<file path="config.mk">
export PLATFORM = sky130hd
export DESIGN_NAME = spiral_route_transposition_core
export DESIGN_NICKNAME = d
export VERILOG_FILES = /design/src/srt_pkg.sv /design/src/srt_useq.sv /design/src/srt_dpath.sv /design/src/spiral_route_transposition_core.sv
export SDC_FILE = /design/constraint.sdc
export NUM_CORES = 2
export LEC_CHECK = 0
export BUFFER_PORTS_ARGS = -buffer_cell sky130_fd_sc_hd__buf_2
export CORE_MARGIN = 3
export CORE_UTILIZATION = 47
export CTS_CLUSTER_DIAMETER = 30
export DETAILED_ROUTE_END_ITERATION = 8
export HOLD_SLACK_MARGIN = 0.15
export PLACE_DENSITY_LB_ADDON = 0.05
export SYNTH_ARGS = -nofsm -noshare
export SYNTH_HDL_FRONTEND = slang
export SYNTH_HIERARCHICAL = 1
export SYNTH_SLANG_ARGS = --single-unit
</file>
<file path="constraint.sdc">
create_clock -name aclk -period 4.4 [get_ports aclk]
set_input_delay 0.88 -clock aclk [delete_from_list [all_inputs] [get_ports aclk]]
set_output_delay 0.88 -clock aclk [all_outputs]
set_load 0.05 [all_outputs]
</file>
<file path="src/srt_pkg.sv">
package srt_pkg;

    localparam int MAX_CELLS_DEF = 64;
    localparam int COLS_W        = 7;
    localparam int BYTE_W        = 8;
    localparam int APB_AW        = 3;
    localparam int APB_DW        = 32;
    localparam int PC_W          = 5;

    localparam logic [BYTE_W-1:0] PAD_BYTE    = 8'h2D;
    localparam logic [COLS_W-1:0] COLUMNS_RST = 7'd4;
    localparam logic              MODE_RST    = 1'b0;

    localparam logic REG_COLUMNS = 1'b0;
    localparam logic REG_MODE    = 1'b1;

    typedef logic [PC_W-1:0] upc_t;

    typedef enum logic [3:0] {
        OP_NOP,
        OP_LOAD,
        OP_SIZE_INIT,
        OP_SIZE_STEP,
        OP_RING_INIT,
        OP_SPIRAL_RD,
        OP_WR_DOWN,
        OP_WR_LEFT,
        OP_WR_UP,
        OP_WR_RIGHT,
        OP_SHRINK,
        OP_RO_INIT,
        OP_RO_RD,
        OP_RO_WR,
        OP_FINISH
    } uop_t;

    typedef enum logic [3:0] {
        C_ALWAYS,
        C_LAST_IN,
        C_SIZE_MORE,
        C_RING,
        C_MORE_DOWN,
        C_MORE_LEFT,
        C_MORE_UP,
        C_MORE_RIGHT,
        C_ROW_LEFT,
        C_ROW_MORE,
        C_COL_LEFT,
        C_COL_MORE,
        C_DECRYPT,
        C_RO_MORE
    } ucond_t;

    typedef struct packed {
        uop_t   op;
        ucond_t cond;
        upc_t   tgt_t;
        upc_t   tgt_f;
    } uword_t;

    typedef struct packed {
        logic hold;
        logic last_in;
        logic size_more;
        logic ring;
        logic more_down;
        logic more_left;
        logic more_up;
        logic more_right;
        logic row_left;
        logic row_more;
        logic col_left;
        logic col_more;
        logic decrypt;
        logic ro_more;
    } uflags_t;

endpackage

</file>
<file path="src/srt_useq.sv">
module srt_useq import srt_pkg::*; (
    input  logic    aclk,
    input  logic    aresetn,
    input  uflags_t flags_i,
    output uword_t  uword_o
);

    localparam upc_t ST_IDLE      = 5'd0;
    localparam upc_t ST_SIZE_INIT = 5'd1;
    localparam upc_t ST_SIZE      = 5'd2;
    localparam upc_t ST_RING_INIT = 5'd3;
    localparam upc_t ST_RING_CHK  = 5'd4;
    localparam upc_t ST_DOWN_RD   = 5'd5;
    localparam upc_t ST_DOWN_WR   = 5'd6;
    localparam upc_t ST_LEFT_RD   = 5'd7;
    localparam upc_t ST_LEFT_WR   = 5'd8;
    localparam upc_t ST_UP_RD     = 5'd9;
    localparam upc_t ST_UP_WR     = 5'd10;
    localparam upc_t ST_RIGHT_RD  = 5'd11;
    localparam upc_t ST_RIGHT_WR  = 5'd12;
    localparam upc_t ST_SHRINK    = 5'd13;
    localparam upc_t ST_ROW_CHK   = 5'd14;
    localparam upc_t ST_ROW_RD    = 5'd15;
    localparam upc_t ST_ROW_WR    = 5'd16;
    localparam upc_t ST_COL_CHK   = 5'd17;
    localparam upc_t ST_COL_RD    = 5'd18;
    localparam upc_t ST_COL_WR    = 5'd19;
    localparam upc_t ST_MODE_CHK  = 5'd20;
    localparam upc_t ST_RO_INIT   = 5'd21;
    localparam upc_t ST_RO_RD     = 5'd22;
    localparam upc_t ST_RO_WR     = 5'd23;
    localparam upc_t ST_FINISH    = 5'd24;

    function automatic uword_t ucode_rom(input upc_t pc);
        uword_t w;
        case (pc)
            ST_IDLE:      w = '{OP_LOAD,      C_LAST_IN,    ST_SIZE_INIT, ST_IDLE};
            ST_SIZE_INIT: w = '{OP_SIZE_INIT, C_ALWAYS,     ST_SIZE,      ST_SIZE};
            ST_SIZE:      w = '{OP_SIZE_STEP, C_SIZE_MORE,  ST_SIZE,      ST_RING_INIT};
            ST_RING_INIT: w = '{OP_RING_INIT, C_ALWAYS,     ST_RING_CHK,  ST_RING_CHK};
            ST_RING_CHK:  w = '{OP_NOP,       C_RING,       ST_DOWN_RD,   ST_ROW_CHK};
            ST_DOWN_RD:   w = '{OP_SPIRAL_RD, C_ALWAYS,     ST_DOWN_WR,   ST_DOWN_WR};
            ST_DOWN_WR:   w = '{OP_WR_DOWN,   C_MORE_DOWN,  ST_DOWN_RD,   ST_LEFT_RD};
            ST_LEFT_RD:   w = '{OP_SPIRAL_RD, C_ALWAYS,     ST_LEFT_WR,   ST_LEFT_WR};
            ST_LEFT_WR:   w = '{OP_WR_LEFT,   C_MORE_LEFT,  ST_LEFT_RD,   ST_UP_RD};
            ST_UP_RD:     w = '{OP_SPIRAL_RD, C_ALWAYS,     ST_UP_WR,     ST_UP_WR};
            ST_UP_WR:     w = '{OP_WR_UP,     C_MORE_UP,    ST_UP_RD,     ST_RIGHT_RD};
            ST_RIGHT_RD:  w = '{OP_SPIRAL_RD, C_ALWAYS,     ST_RIGHT_WR,  ST_RIGHT_WR};
            ST_RIGHT_WR:  w = '{OP_WR_RIGHT,  C_MORE_RIGHT, ST_RIGHT_RD,  ST_SHRINK};
            ST_SHRINK:    w = '{OP_SHRINK,    C_ALWAYS,     ST_RING_CHK,  ST_RING_CHK};
            ST_ROW_CHK:   w = '{OP_NOP,       C_ROW_LEFT,   ST_ROW_RD,    ST_COL_CHK};
            ST_ROW_RD:    w = '{OP_SPIRAL_RD, C_ALWAYS,     ST_ROW_WR,    ST_ROW_WR};
            ST_ROW_WR:    w = '{OP_WR_LEFT,   C_ROW_MORE,   ST_ROW_RD,    ST_MODE_CHK};
            ST_COL_CHK:   w = '{OP_NOP,       C_COL_LEFT,   ST_COL_RD,    ST_MODE_CHK};
            ST_COL_RD:    w = '{OP_SPIRAL_RD, C_ALWAYS,     ST_COL_WR,    ST_COL_WR};
            ST_COL_WR:    w = '{OP_WR_DOWN,   C_COL_MORE,   ST_COL_RD,    ST_MODE_CHK};
            ST_MODE_CHK:  w = '{OP_NOP,       C_DECRYPT,    ST_RO_INIT,   ST_FINISH};
            ST_RO_INIT:   w = '{OP_RO_INIT,   C_ALWAYS,     ST_RO_RD,     ST_RO_RD};
            ST_RO_RD:     w = '{OP_RO_RD,     C_ALWAYS,     ST_RO_WR,     ST_RO_WR};
            ST_RO_WR:     w = '{OP_RO_WR,     C_RO_MORE,    ST_RO_RD,     ST_FINISH};
            ST_FINISH:    w = '{OP_FINISH,    C_ALWAYS,     ST_IDLE,      ST_IDLE};
            default:      w = '{OP_NOP,       C_ALWAYS,     ST_IDLE,      ST_IDLE};
        endcase
        return w;
    endfunction

    upc_t pc_reg;
    upc_t pc_next;
    logic cond_true;

    assign uword_o = ucode_rom(pc_reg);

    always_comb begin
        case (uword_o.cond)
            C_ALWAYS:     cond_true = 1'b1;
            C_LAST_IN:    cond_true = flags_i.last_in;
            C_SIZE_MORE:  cond_true = flags_i.size_more;
            C_RING:       cond_true = flags_i.ring;
            C_MORE_DOWN:  cond_true = flags_i.more_down;
            C_MORE_LEFT:  cond_true = flags_i.more_left;
            C_MORE_UP:    cond_true = flags_i.more_up;
            C_MORE_RIGHT: cond_true = flags_i.more_right;
            C_ROW_LEFT:   cond_true = flags_i.row_left;
            C_ROW_MORE:   cond_true = flags_i.row_more;
            C_COL_LEFT:   cond_true = flags_i.col_left;
            C_COL_MORE:   cond_true = flags_i.col_more;
            C_DECRYPT:    cond_true = flags_i.decrypt;
            C_RO_MORE:    cond_true = flags_i.ro_more;
            default:      cond_true = 1'b0;
        endcase
        if (flags_i.hold) begin
            pc_next = pc_reg;
        end else if (cond_true) begin
            pc_next = uword_o.tgt_t;
        end else begin
            pc_next = uword_o.tgt_f;
        end
    end

    always_ff @(posedge aclk) begin
        if (!aresetn) begin
            pc_reg <= ST_IDLE;
        end else begin
            pc_reg <= pc_next;
        end
    end

endmodule

</file>
<file path="src/srt_dpath.sv">
module srt_dpath import srt_pkg::*; #(
    parameter int MAX_CELLS = MAX_CELLS_DEF
) (
    input  logic              aclk,
    input  logic              aresetn,
    input  uword_t            uword_i,
    output uflags_t           flags_o,
    input  logic [COLS_W-1:0] cfg_columns_i,
    input  logic              cfg_mode_i,
    input  logic [BYTE_W-1:0] s_in_byte,
    input  logic              s_in_last,
    input  logic              s_valid,
    output logic              s_ready,
    output logic [BYTE_W-1:0] m_out_byte,
    output logic              m_out_last,
    output logic              m_overflow,
    output logic              m_valid,
    input  logic              m_ready
);

    localparam int CNT_W  = $clog2(MAX_CELLS + 1);
    localparam int ADDR_W = $clog2(MAX_CELLS);
    localparam int CELL_W = $clog2(2 * MAX_CELLS);

    logic [BYTE_W-1:0] store_mem [MAX_CELLS];
    logic [BYTE_W-1:0] obuf_mem  [MAX_CELLS];

    logic [CNT_W-1:0]  byte_count_reg, byte_count_next;
    logic              ovf_seen_reg, ovf_seen_next;
    logic [CNT_W-1:0]  cols_reg, cols_next;
    logic [CNT_W-1:0]  rows_reg, rows_next;
    logic [CELL_W-1:0] acc_reg, acc_next;
    logic [ADDR_W-1:0] top_reg, top_next;
    logic [ADDR_W-1:0] bot_reg, bot_next;
    logic [ADDR_W-1:0] lft_reg, lft_next;
    logic [ADDR_W-1:0] rgt_reg, rgt_next;
    logic [ADDR_W-1:0] row_reg, row_next;
    logic [ADDR_W-1:0] col_reg, col_next;
    logic [CELL_W-1:0] idx_reg, idx_next;
    logic [CELL_W-1:0] k_reg, k_next;
    logic [CNT_W-1:0]  emit_reg, emit_next;
    logic              ovf_reg, ovf_next;
    logic              hit_reg, hit_next;
    logic [BYTE_W-1:0] store_q_reg;
    logic [BYTE_W-1:0] obuf_q_reg;
    logic              m_valid_reg, m_valid_next;
    logic [BYTE_W-1:0] m_byte_reg, m_byte_next;
    logic              m_last_reg, m_last_next;
    logic              m_ovf_reg, m_ovf_next;

    logic              accept;
    logic              is_wr;
    logic              enc_out;
    logic              out_req;
    logic              slot_free;
    logic              go;
    logic              out_load;
    logic              store_full;
    logic [CNT_W-1:0]  cols_clamp;
    logic [CELL_W-1:0] n_ext;
    logic [CELL_W-1:0] emit_ext;
    logic [CELL_W-1:0] cols_ext;
    logic [CELL_W-1:0] k_inc;
    logic [ADDR_W-1:0] rd_addr;
    logic              obuf_we;
    logic [BYTE_W-1:0] obuf_wdata;

    assign n_ext      = CELL_W'(byte_count_reg);
    assign emit_ext   = CELL_W'(emit_reg);
    assign cols_ext   = CELL_W'(cols_reg);
    assign k_inc      = k_reg + CELL_W'(1);
    assign store_full = (byte_count_reg == CNT_W'(MAX_CELLS));

    assign s_ready = (uword_i.op == OP_LOAD);
    assign accept  = s_valid && s_ready;

    assign is_wr = (uword_i.op == OP_WR_DOWN) || (uword_i.op == OP_WR_LEFT) ||
                   (uword_i.op == OP_WR_UP)   || (uword_i.op == OP_WR_RIGHT);
    assign enc_out   = !cfg_mode_i && (k_reg < emit_ext);
    assign out_req   = (is_wr && enc_out) || (uword_i.op == OP_RO_WR);
    assign slot_free = !m_valid_reg || m_ready;
    assign go        = !(out_req && !slot_free);
    assign out_load  = out_req && slot_free;

    always_comb begin
        if (cfg_columns_i == '0) begin
            cols_clamp = CNT_W'(1);
        end else if (cfg_columns_i > COLS_W'(MAX_CELLS)) begin
            cols_clamp = CNT_W'(MAX_CELLS);
        end else begin
            cols_clamp = CNT_W'(cfg_columns_i);
        end
    end

    always_comb begin
        flags_o.hold       = !go;
        flags_o.last_in    = accept && s_in_last;
        flags_o.size_more  = (acc_reg + cols_ext) < n_ext;
        flags_o.ring       = (top_reg < bot_reg) && (lft_reg < rgt_reg);
        flags_o.more_down  = (row_reg + ADDR_W'(1)) != bot_reg;
        flags_o.more_left  = col_reg != (lft_reg + ADDR_W'(1));
        flags_o.more_up    = row_reg != (top_reg + ADDR_W'(1));
        flags_o.more_right = (col_reg + ADDR_W'(1)) != rgt_reg;
        flags_o.row_left   = (top_reg == bot_reg) && (lft_reg <= rgt_reg);
        flags_o.row_more   = col_reg != lft_reg;
        flags_o.col_left   = (lft_reg == rgt_reg) && (top_reg < bot_reg);
        flags_o.col_more   = row_reg != bot_reg;
        flags_o.decrypt    = cfg_mode_i;
        flags_o.ro_more    = k_inc != emit_ext;
    end

    always_comb begin
        byte_count_next = byte_count_reg;
        ovf_seen_next   = ovf_seen_reg;
        cols_next       = cols_reg;
        rows_next       = rows_reg;
        acc_next        = acc_reg;
        top_next        = top_reg;
        bot_next        = bot_reg;
        lft_next        = lft_reg;
        rgt_next        = rgt_reg;
        row_next        = row_reg;
        col_next        = col_reg;
        idx_next        = idx_reg;
        k_next          = k_reg;
        emit_next       = emit_reg;
        ovf_next        = ovf_reg;
        hit_next        = hit_reg;
        case (uword_i.op)
            OP_LOAD: begin
                if (accept) begin
                    if (store_full) begin
                        ovf_seen_next = 1'b1;
                    end else begin
                        byte_count_next = byte_count_reg + CNT_W'(1);
                    end
                end
            end
            OP_SIZE_INIT: begin
                cols_next = cols_clamp;
                acc_next  = '0;
                rows_next = '0;
            end
            OP_SIZE_STEP: begin
                acc_next  = acc_reg + cols_ext;
                rows_next = rows_reg + CNT_W'(1);
            end
            OP_RING_INIT: begin
                top_next  = '0;
                bot_next  = ADDR_W'(rows_reg - CNT_W'(1));
                lft_next  = '0;
                rgt_next  = ADDR_W'(cols_reg - CNT_W'(1));
                row_next  = '0;
                col_next  = ADDR_W'(cols_reg - CNT_W'(1));
                idx_next  = cols_ext - CELL_W'(1);
                k_next    = '0;
                emit_next = (acc_reg > CELL_W'(MAX_CELLS)) ? CNT_W'(MAX_CELLS)
                                                           : CNT_W'(acc_reg);
                ovf_next  = ovf_seen_reg || (acc_reg > CELL_W'(MAX_CELLS));
            end
            OP_SPIRAL_RD: begin
                hit_next = cfg_mode_i ? (k_reg < n_ext) : (idx_reg < n_ext);
            end
            OP_WR_DOWN: begin
                if (go) begin
                    row_next = row_reg + ADDR_W'(1);
                    idx_next = idx_reg + cols_ext;
                    k_next   = k_inc;
                end
            end
            OP_WR_LEFT: begin
                if (go) begin
                    col_next = col_reg - ADDR_W'(1);
                    idx_next = idx_reg - CELL_W'(1);
                    k_next   = k_inc;
                end
            end
            OP_WR_UP: begin
                if (go) begin
                    row_next = row_reg - ADDR_W'(1);
                    idx_next = idx_reg - cols_ext;
                    k_next   = k_inc;
                end
            end
            OP_WR_RIGHT: begin
                if (go) begin
                    col_next = col_reg + ADDR_W'(1);
                    idx_next = idx_reg + CELL_W'(1);
                    k_next   = k_inc;
                end
            end
            OP_SHRINK: begin
                top_next = top_reg + ADDR_W'(1);
                bot_next = bot_reg - ADDR_W'(1);
                lft_next = lft_reg + ADDR_W'(1);
                rgt_next = rgt_reg - ADDR_W'(1);
                row_next = top_reg + ADDR_W'(1);
                col_next = rgt_reg - ADDR_W'(1);
                idx_next = idx_reg + cols_ext - CELL_W'(1);
            end
            OP_RO_INIT: begin
                k_next = '0;
            end
            OP_RO_WR: begin
                if (go) begin
                    k_next = k_inc;
                end
            end
            OP_FINISH: begin
                byte_count_next = '0;
                ovf_seen_next   = 1'b0;
            end
            default: begin
            end
        endcase
    end

    always_comb begin
        m_byte_next  = m_byte_reg;
        m_last_next  = m_last_reg;
        m_ovf_next   = m_ovf_reg;
        m_valid_next = m_valid_reg && !m_ready;
        if (out_load) begin
            m_valid_next = 1'b1;
            m_last_next  = k_inc == emit_ext;
            m_ovf_next   = ovf_reg;
            if (uword_i.op == OP_RO_WR) begin
                m_byte_next = obuf_q_reg;
            end else begin
                m_byte_next = hit_reg ? store_q_reg : PAD_BYTE;
            end
        end
    end

    assign rd_addr    = cfg_mode_i ? k_reg[ADDR_W-1:0] : idx_reg[ADDR_W-1:0];
    assign obuf_we    = is_wr && go && cfg_mode_i && (idx_reg < CELL_W'(MAX_CELLS));
    assign obuf_wdata = hit_reg ? store_q_reg : '0;

    always_ff @(posedge aclk) begin
        if (accept && !store_full) begin
            store_mem[byte_count_reg[ADDR_W-1:0]] <= s_in_byte;
        end
        if (uword_i.op == OP_SPIRAL_RD) begin
            store_q_reg <= store_mem[rd_addr];
        end
    end

    always_ff @(posedge aclk) begin
        if (obuf_we) begin
            obuf_mem[idx_reg[ADDR_W-1:0]] <= obuf_wdata;
        end
        if (uword_i.op == OP_RO_RD) begin
            obuf_q_reg <= obuf_mem[k_reg[ADDR_W-1:0]];
        end
    end

    always_ff @(posedge aclk) begin
        if (!aresetn) begin
            byte_count_reg <= '0;
            ovf_seen_reg   <= 1'b0;
            m_valid_reg    <= 1'b0;
        end else begin
            byte_count_reg <= byte_count_next;
            ovf_seen_reg   <= ovf_seen_next;
            m_valid_reg    <= m_valid_next;
        end
    end

    always_ff @(posedge aclk) begin
        cols_reg   <= cols_next;
        rows_reg   <= rows_next;
        acc_reg    <= acc_next;
        top_reg    <= top_next;
        bot_reg    <= bot_next;
        lft_reg    <= lft_next;
        rgt_reg    <= rgt_next;
        row_reg    <= row_next;
        col_reg    <= col_next;
        idx_reg    <= idx_next;
        k_reg      <= k_next;
        emit_reg   <= emit_next;
        ovf_reg    <= ovf_next;
        hit_reg    <= hit_next;
        m_byte_reg <= m_byte_next;
        m_last_reg <= m_last_next;
        m_ovf_reg  <= m_ovf_next;
    end

    assign m_valid    = m_valid_reg;
    assign m_out_byte = m_byte_reg;
    assign m_out_last = m_last_reg;
    assign m_overflow = m_ovf_reg;

    a_count_bound: assert property (@(posedge aclk) disable iff (!aresetn)
        byte_count_reg <= CNT_W'(MAX_CELLS))
        else $error("byte count beyond store size");

    a_load_free: assert property (@(posedge aclk) disable iff (!aresetn)
        out_load |-> (!m_valid_reg || m_ready))
        else $error("output register overwritten before transfer");

    a_load_in_run: assert property (@(posedge aclk) disable iff (!aresetn)
        out_load |-> (k_reg < emit_ext))
        else $error("result produced past end of run");

    a_size_cover: assert property (@(posedge aclk) disable iff (!aresetn)
        (uword_i.op == OP_RING_INIT) |-> (acc_reg >= n_ext))
        else $error("grid smaller than message");

endmodule

</file>
<file path="src/spiral_route_transposition_core.sv">
// Spiral route transposition of a byte message.
// Input channel (s_valid/s_ready, s_in_byte, s_in_last): one message byte per
// transfer, one per cycle while the block is collecting; s_in_last ends the message.
// Result channel (m_valid/m_ready, m_out_byte, m_out_last, m_overflow): the
// transformed grid, m_out_last on its final byte, m_overflow constant over the run.
// APB registers: 0x0 columns (grid width, 0 taken as 1, clamped to MAX_CELLS),
// 0x4 mode (0 row fill and spiral read, 1 spiral fill and row read).
// After the last byte the block counts the rows of the grid, then walks the spiral
// with a store read and a write step per grid cell and a check and shrink step per
// ring; mode 1 then adds a row-order readout, a buffer read and a write per result.
// A message is not taken while its run is in progress; the next message may
// start while the final result still waits in the output register.
// When the receiver stalls, the walk holds on the output register and resumes.
// Reset returns columns to 4 and mode to 0 and clears the byte count and
// overflow flag; the store keeps no reset value.
module spiral_route_transposition_core import srt_pkg::*; #(
    parameter int MAX_CELLS = MAX_CELLS_DEF
) (
    input  logic              aclk,
    input  logic              aresetn,
    input  logic              psel,
    input  logic              penable,
    input  logic              pwrite,
    input  logic [APB_AW-1:0] paddr,
    input  logic [APB_DW-1:0] pwdata,
    output logic [APB_DW-1:0] prdata,
    output logic              pready,
    input  logic [BYTE_W-1:0] s_in_byte,
    input  logic              s_in_last,
    input  logic              s_valid,
    output logic              s_ready,
    output logic [BYTE_W-1:0] m_out_byte,
    output logic              m_out_last,
    output logic              m_overflow,
    output logic              m_valid,
    input  logic              m_ready
);

    logic [COLS_W-1:0] columns_reg, columns_next;
    logic              mode_reg, mode_next;
    logic              cfg_wr;
    uword_t            uword;
    uflags_t           flags;

    assign pready = 1'b1;
    assign cfg_wr = psel && penable && pwrite;

    always_comb begin
        columns_next = columns_reg;
        mode_next    = mode_reg;
        if (cfg_wr) begin
            if (paddr[2] == REG_COLUMNS) begin
                columns_next = pwdata[COLS_W-1:0];
            end else begin
                mode_next = pwdata[0];
            end
        end
        if (paddr[2] == REG_MODE) begin
            prdata = APB_DW'(mode_reg);
        end else begin
            prdata = APB_DW'(columns_reg);
        end
    end

    always_ff @(posedge aclk) begin
        if (!aresetn) begin
            columns_reg <= COLUMNS_RST;
            mode_reg    <= MODE_RST;
        end else begin
            columns_reg <= columns_next;
            mode_reg    <= mode_next;
        end
    end

    srt_useq u_useq (
        .aclk    (aclk),
        .aresetn (aresetn),
        .flags_i (flags),
        .uword_o (uword)
    );

    srt_dpath #(
        .MAX_CELLS (MAX_CELLS)
    ) u_dpath (
        .aclk          (aclk),
        .aresetn       (aresetn),
        .uword_i       (uword),
        .flags_o       (flags),
        .cfg_columns_i (columns_reg),
        .cfg_mode_i    (mode_reg),
        .s_in_byte     (s_in_byte),
        .s_in_last     (s_in_last),
        .s_valid       (s_valid),
        .s_ready       (s_ready),
        .m_out_byte    (m_out_byte),
        .m_out_last    (m_out_last),
        .m_overflow    (m_overflow),
        .m_valid       (m_valid),
        .m_ready       (m_ready)
    );

endmodule
</file>
### After elaboration in Yosys (flattened, before gate mapping)

Memory sizes are Yosys's and may differ from the RTL's. A register that Yosys moved wholly into a read port is not among the register bits.
Cells that the tools add are included.

| word-level totals | value |
|---|---|
| memories | 3 |
| RAM bits | 1024 |
| bits in latches | 0 |
| register bits | 112 |
| bits in read-only memories | 576 |

Memories:

| name | depth | width | rd ports | clocked after Yosys merged registers in | write ports | RTL line | text |
|---|---|---|---|---|---|---|---|
| (name not given) | 32 | 18 | 1 | 1 | 0 | srt_useq.sv:36 | `case (pc)` |
| u_dpath.obuf_mem | 64 | 8 | 1 | 1 | 1 | srt_dpath.sv:26 | `logic [BYTE_W-1:0] obuf_mem [MAX_CELLS];` |
| u_dpath.store_mem | 64 | 8 | 1 | 1 | 1 | srt_dpath.sv:25 | `logic [BYTE_W-1:0] store_mem [MAX_CELLS];` |

| cells by class | value |
|---|---|
| bitwise logic cells | 1 |
| equal/unequal tests | 46 |
| $lt $le $gt $ge | 10 |
| multiply operators | 0 |
| divide/modulo/power cells | 0 |
| shift-type cells | 0 |
| $add $sub $neg | 19 |
| reduce and logical (&&, ||, !) cells | 48 |
| mux-type cells | 41 |

Operator list:

| kind | count |
|---|---|
| $mux 7 | 9 |
| $pmux 7 s2 | 4 |
| $eq 4x4->1 const B | 13 |
| $pmux 6 s2 | 4 |
| $pmux 6 s4 | 2 |
| $pmux 7 s6 | 1 |
| $ne 6x6->1 | 6 |
| $eq 4x3->1 const B | 8 |
| $mux 6 | 5 |
| $sub 6x1->6 const B | 5 |
| $add 7x1->7 const B | 4 |
| $lt 7x7->1 | 4 |
| $add 6x1->6 const B | 4 |
| $mux 8 | 3 |
| $sub 7x1->7 const B | 3 |
| $eq 4x2->1 const B | 4 |
| $logic_and 1x1->1 | 16 |
| $ne 2x2->1 const B | 8 |
| $mux 5 | 3 |
| $add 7x7->7 | 2 |
| $gt 7x7->1 const B | 2 |
| $pmux 1 s14 | 1 |
| $eq 6x6->1 | 2 |
| $lt 6x6->1 | 2 |
| 22 further kinds | 50 |

### Depth between registers and ports, before layout

| logic depth | value |
|---|---|
| word-level depth | 13 |
| depth in mapped cells | 23 |
| mapped depth without buffers | 22 |

### By module

The synthesis kept the hierarchy.

Modules (own cells, without submodules):

| module | cells an instance | sequential area each (um^2) | times used | area each (um^2) |
|---|---|---|---|---|
| srt_dpath | 3719 | 34082.7 | 1 | 52097.5 |
| srt_useq | 161 | 460.4 | 1 | 1443.9 |
| spiral_route_transposition_core | 70 | 160.2 | 1 | 600.6 |

### Least setup slack after synthesis

OpenSTA, ideal clock, no wires.

| path | value |
|---|---|
| kind | reg-to-reg |
| start point | reg u_dpath.cols_reg[0] (netlist: u_dpath/cols_ext[0]) |
| end point | reg u_useq/uword_o[12] (netlist name) |
| library setup time | 122 ps |
| cell stages (with the launch flop) | 23 |
| arrival | 4465 ps |
| slack | -187 ps |
| path buffers | 1 |
| required time | 4278 ps |
| cell sequence | edfxtp_1 > ha_1 > fa_1 > a21oi_1 > nor2_1 > nor2_1 > o21bai_1 > a21oi_1 > xnor2_1 > ha_1 > nor2_1 > o2bb2ai_1 > nor4b_2 > a311oi_2 > a32oi_4 > a31oi_1 > a21oi_2 > inv_1 > ha_1 > clkbuf_1 > mux2_2 > a221oi_1 > nor2_1 |

RTL lines:

| element | RTL line | text |
|---|---|---|
| start: declaration | srt_dpath.sv:30 | `logic [CNT_W-1:0] cols_reg, cols_next;` |
| start signal: assignment | srt_dpath.sv:270 | `cols_reg <= cols_next;` |

==> results.md <==
- R2R Path Start: u_dpath/cols_ext[0]
- Hold Crit Class: input pin to flop
- DR vias/cell: 6.29
- DIE HEIGHT: 345 um
- Number of CTS-inserted buffers: 297
- CTS Sinks: 1169
- CTS hold repair buffers: 0
- Register area share after synthesis: 64.1%
- Internal Pwr Total: 0.0295 W
- Worst path bufs/invs: 3
- Detail Route Antenna Nets: 0
- Synth Register Bits: 1169
- Synth cell types: 95
- Final #Nets: 4435
- Initial Utilization: 47.7%
- Pre-Repair DR Iteration Count: 6
- Outcome: complete, but fails checks
- Post-Synthesis Mean Instance Area: 13.7 um2
- Largest net degree at the start of global routing: 117
- PortBufs: 42
- Clock Power Share: 54.8%
- RePlAce Congestion: 0.904
- Root Buffer: clkbuf_16
- Gr ovfl total: 0
- Min-delay src: pwdata[4]
- Comb power frac: 12.4%
- Pleak: 23.5 nW
- Syn. warnings: 6
- H-tree levels: 5
- Critical path origin: u_dpath/cols_ext[0]
- Final instance area: 67500 um2
- Post-synth EDFFs: 1129
- Worst Max-Slew Pin Slew: 1.26 ns
- Ys flop type: edfxtp_1
- Synth async-reset ratio: 0%
- Post-Syn Area: 54100 um2
- Period utilization: 101%
- Clock Path Buffers: 4
- Failing checks: negative setup slack
- Critical Path RT: 5.11 ns
- DIE WIDTH: 345 um
- RSZ-0062 raised after global routing: true
- Sequential Area: 34700 um2
- PD cells: 578 nW/um2
- Max-slew violation count: 0
- Synth top area cells: edfxtp_1 (63%), mux4_2 (6.9%), a21oi_1 (3.9%)
- Final worst slack: -0.0500 ns
- Full die area: 119000 um2
- Antenna violations before repair: 6
- Layout Skew: 0.0832 ns
- Fillers: 8713
- Switch Pwr: 0.00959 W
- Tmin final: 4.45 ns
- Largest delay share family, worst path: compound AO/OA/AOI/OAI gates
- Flop pwr share: 32.9%
- Worst-skew pair later-pin latency: 0.88 ns
- Dpl hpwl: 106000 um
- WP data arrival: 5.16 ns
- Fmax achieved: 225 MHz
- CP max stage cell: edfxtp_1
- Max-cap violations: 0
- Post-route DRC: 0
- DR vias: 37900
- CORE AREA: 113000 um2
- Critical path type: flop to flop
- Slowest stage delay, CP: 0.43 ns
- Endpoints failing setup: 4
- Area leader, netlist: edfxtp_1
- DP Worst Slack: -0.0877 ns
- Vias in the first global route: 38000
- Clock-pin slew on the worst setup and hold paths: 0.05 ns
- Slew margin rel.: 16.2%
- Routed WL: 168000 um
- Gr usage total: 27.7%
- Yosys top cell area share: 62.6%
- Post-DP Area: 57400 um2
- CTS tree: built
- Wire per inst: 27.9 um
- CP cell instances: ha_4, fa_2, buf_4, xor2_1, ha_1, a21o_1, a21oi_2, nor2b_1, o21ai_1, o2bb2ai_2, nor4b_4, a311oi_2, a32oi_4, buf_4, a21boi_2, o221a_4, inv_6, ha_1, mux2_2, a221oi_2, nor2_1
- Initial DRC Count: 3903
- Crit path capture type: flop
- Number of hold violations in the final report: 0
- # IOs: 96
- Share of cells above drive strength 1: 23.3%
- Area Growth Syn to Fin: 24.7%
- Startpoint type of the worst setup path: flop
- Sw Share: 24.6%
- Site Rows: 123
- Multi-input combinational cell area: 17800 um2
- Critical Path Fanout Max: 6
- Peak VDD IR: 0.000440 V
- First-pass GRT wire length: 249000 um
- Cell count after synthesis: 3950
-- placed cells by master, fill, tap and decap left out, drive strengths merged, types with 44 or more instances in the layout --
master     n
a211oi   204
a21o      61
a21oi    421
buf      343
clkbuf   345
clkinv    99
edfxtp  1129
ha        77
inv      135
mux4     165
nand2    154
nand2b    57
nand3     53
nor2     270
nor3      44
o211ai    97
o21ai    113
o22ai     50
xnor2     53
-- layer usage --
layer / track usage, % / wire (um)
met1: 38.8 / 71700
met2: 43.9 / 79700
met3: 4.70 / 11800
met4: 10.1 / 5050
met5: 0 / 27
-- per-stage QoR --
stage               hold WS (ns)  std cells  TNS, ns  power, W  utilization (%)
detailed placement         0.489       5499   -0.152    0.0175             50.6
finish                     0.284       6026   -0.138    0.0390             59.5
global route               0.282       6025    -2.47    0.0403             59.5
global placement           0.469       5499  -0.0628    0.0175             50.6
CTS                        0.230       6020   -0.213    0.0390             59.3
floorplan                  0.400       3974        0    0.0158                -
-- path summary, 6_finish.rpt --
path                        end  slack, ns  cells after the start
max          u_useq/uword_o[12]      -0.05                     21
min              columns_reg[4]       0.28                      3
max reg2reg  u_useq/uword_o[12]      -0.05                     21
min reg2reg      columns_reg[0]       0.49                      2
-- power groups by stage --
stage	Clock [W]	Sequential, W	Combinational, W
2_1_floorplan	0	0.0129	0.00288
3_3_place_gp	0	0.0130	0.00445
3_5_place_dp	0	0.0130	0.00448
4_1_cts	0.0217	0.0128	0.00455
5_1_grt	0.0223	0.0128	0.00516
6_report	0.0214	0.0128	0.00482
-- timing repair --
action                                  4_1_cts  5_1_grt
resized for setup                            11       40
setup buffers                                 1        5
cloned                                        0        0
endpoints found under the setup margin       15       17
pin swaps                                     8       20
-- worst min-delay path: cells and delay by family --
kind	cells	cell delay, ns
muxes	1	0.05
and+or+nand+nor	1	0.05
buffers and inverters	1	0.10
-- logic make-up (layout without fill, tap and decap cells) --
| group | Yosys count | after routing | share of synthesized area, % |
|---|---|---|---|
| AO/OA/AOI/OAI | 1197 | 1197 | 14.4 |
| XOR/XNOR | 95 | 95 | 1.54 |
| adder cells (fa/ha/maj) | 80 | 80 | 1.89 |
| buffers and inverters | 442 | 993 | 3.63 |
| flip-flops | 1169 | 1169 | 64.1 |
| multiplexers | 205 | 205 | 7.64 |
| other | 2 | 27 | 0.0139 |
| AND/OR/NAND/NOR | 760 | 760 | 6.77 |
-- cell usage after synthesis (all sizes together), types with 40 or more instances --
cell,number
edfxtp,1129
a21oi,421
nor2,270
a211oi,204
buf,175
mux4,165
nand2,154
clkbuf,137
inv,129
o21ai,113
o211ai,97
ha,77
a21o,61
nand2b,57
nand3,53
xnor2,53
o22ai,50
nor3,44
xor2,42
dfxtp,40
-- cell type report --
type / instances / area share [%]
diodes: 1 / 0.00371
clock buffers: 345 / 11.6
clock inverters: 175 / 3.06
inverters: 130 / 0.773
multi-input cells: 2363 / 26.4
flip-flops and latches: 1169 / 51.4
well taps: 1500 / 2.78
repair buffers: 343 / 4.00
Note: power is estimated with default switching activity, not from simulation.
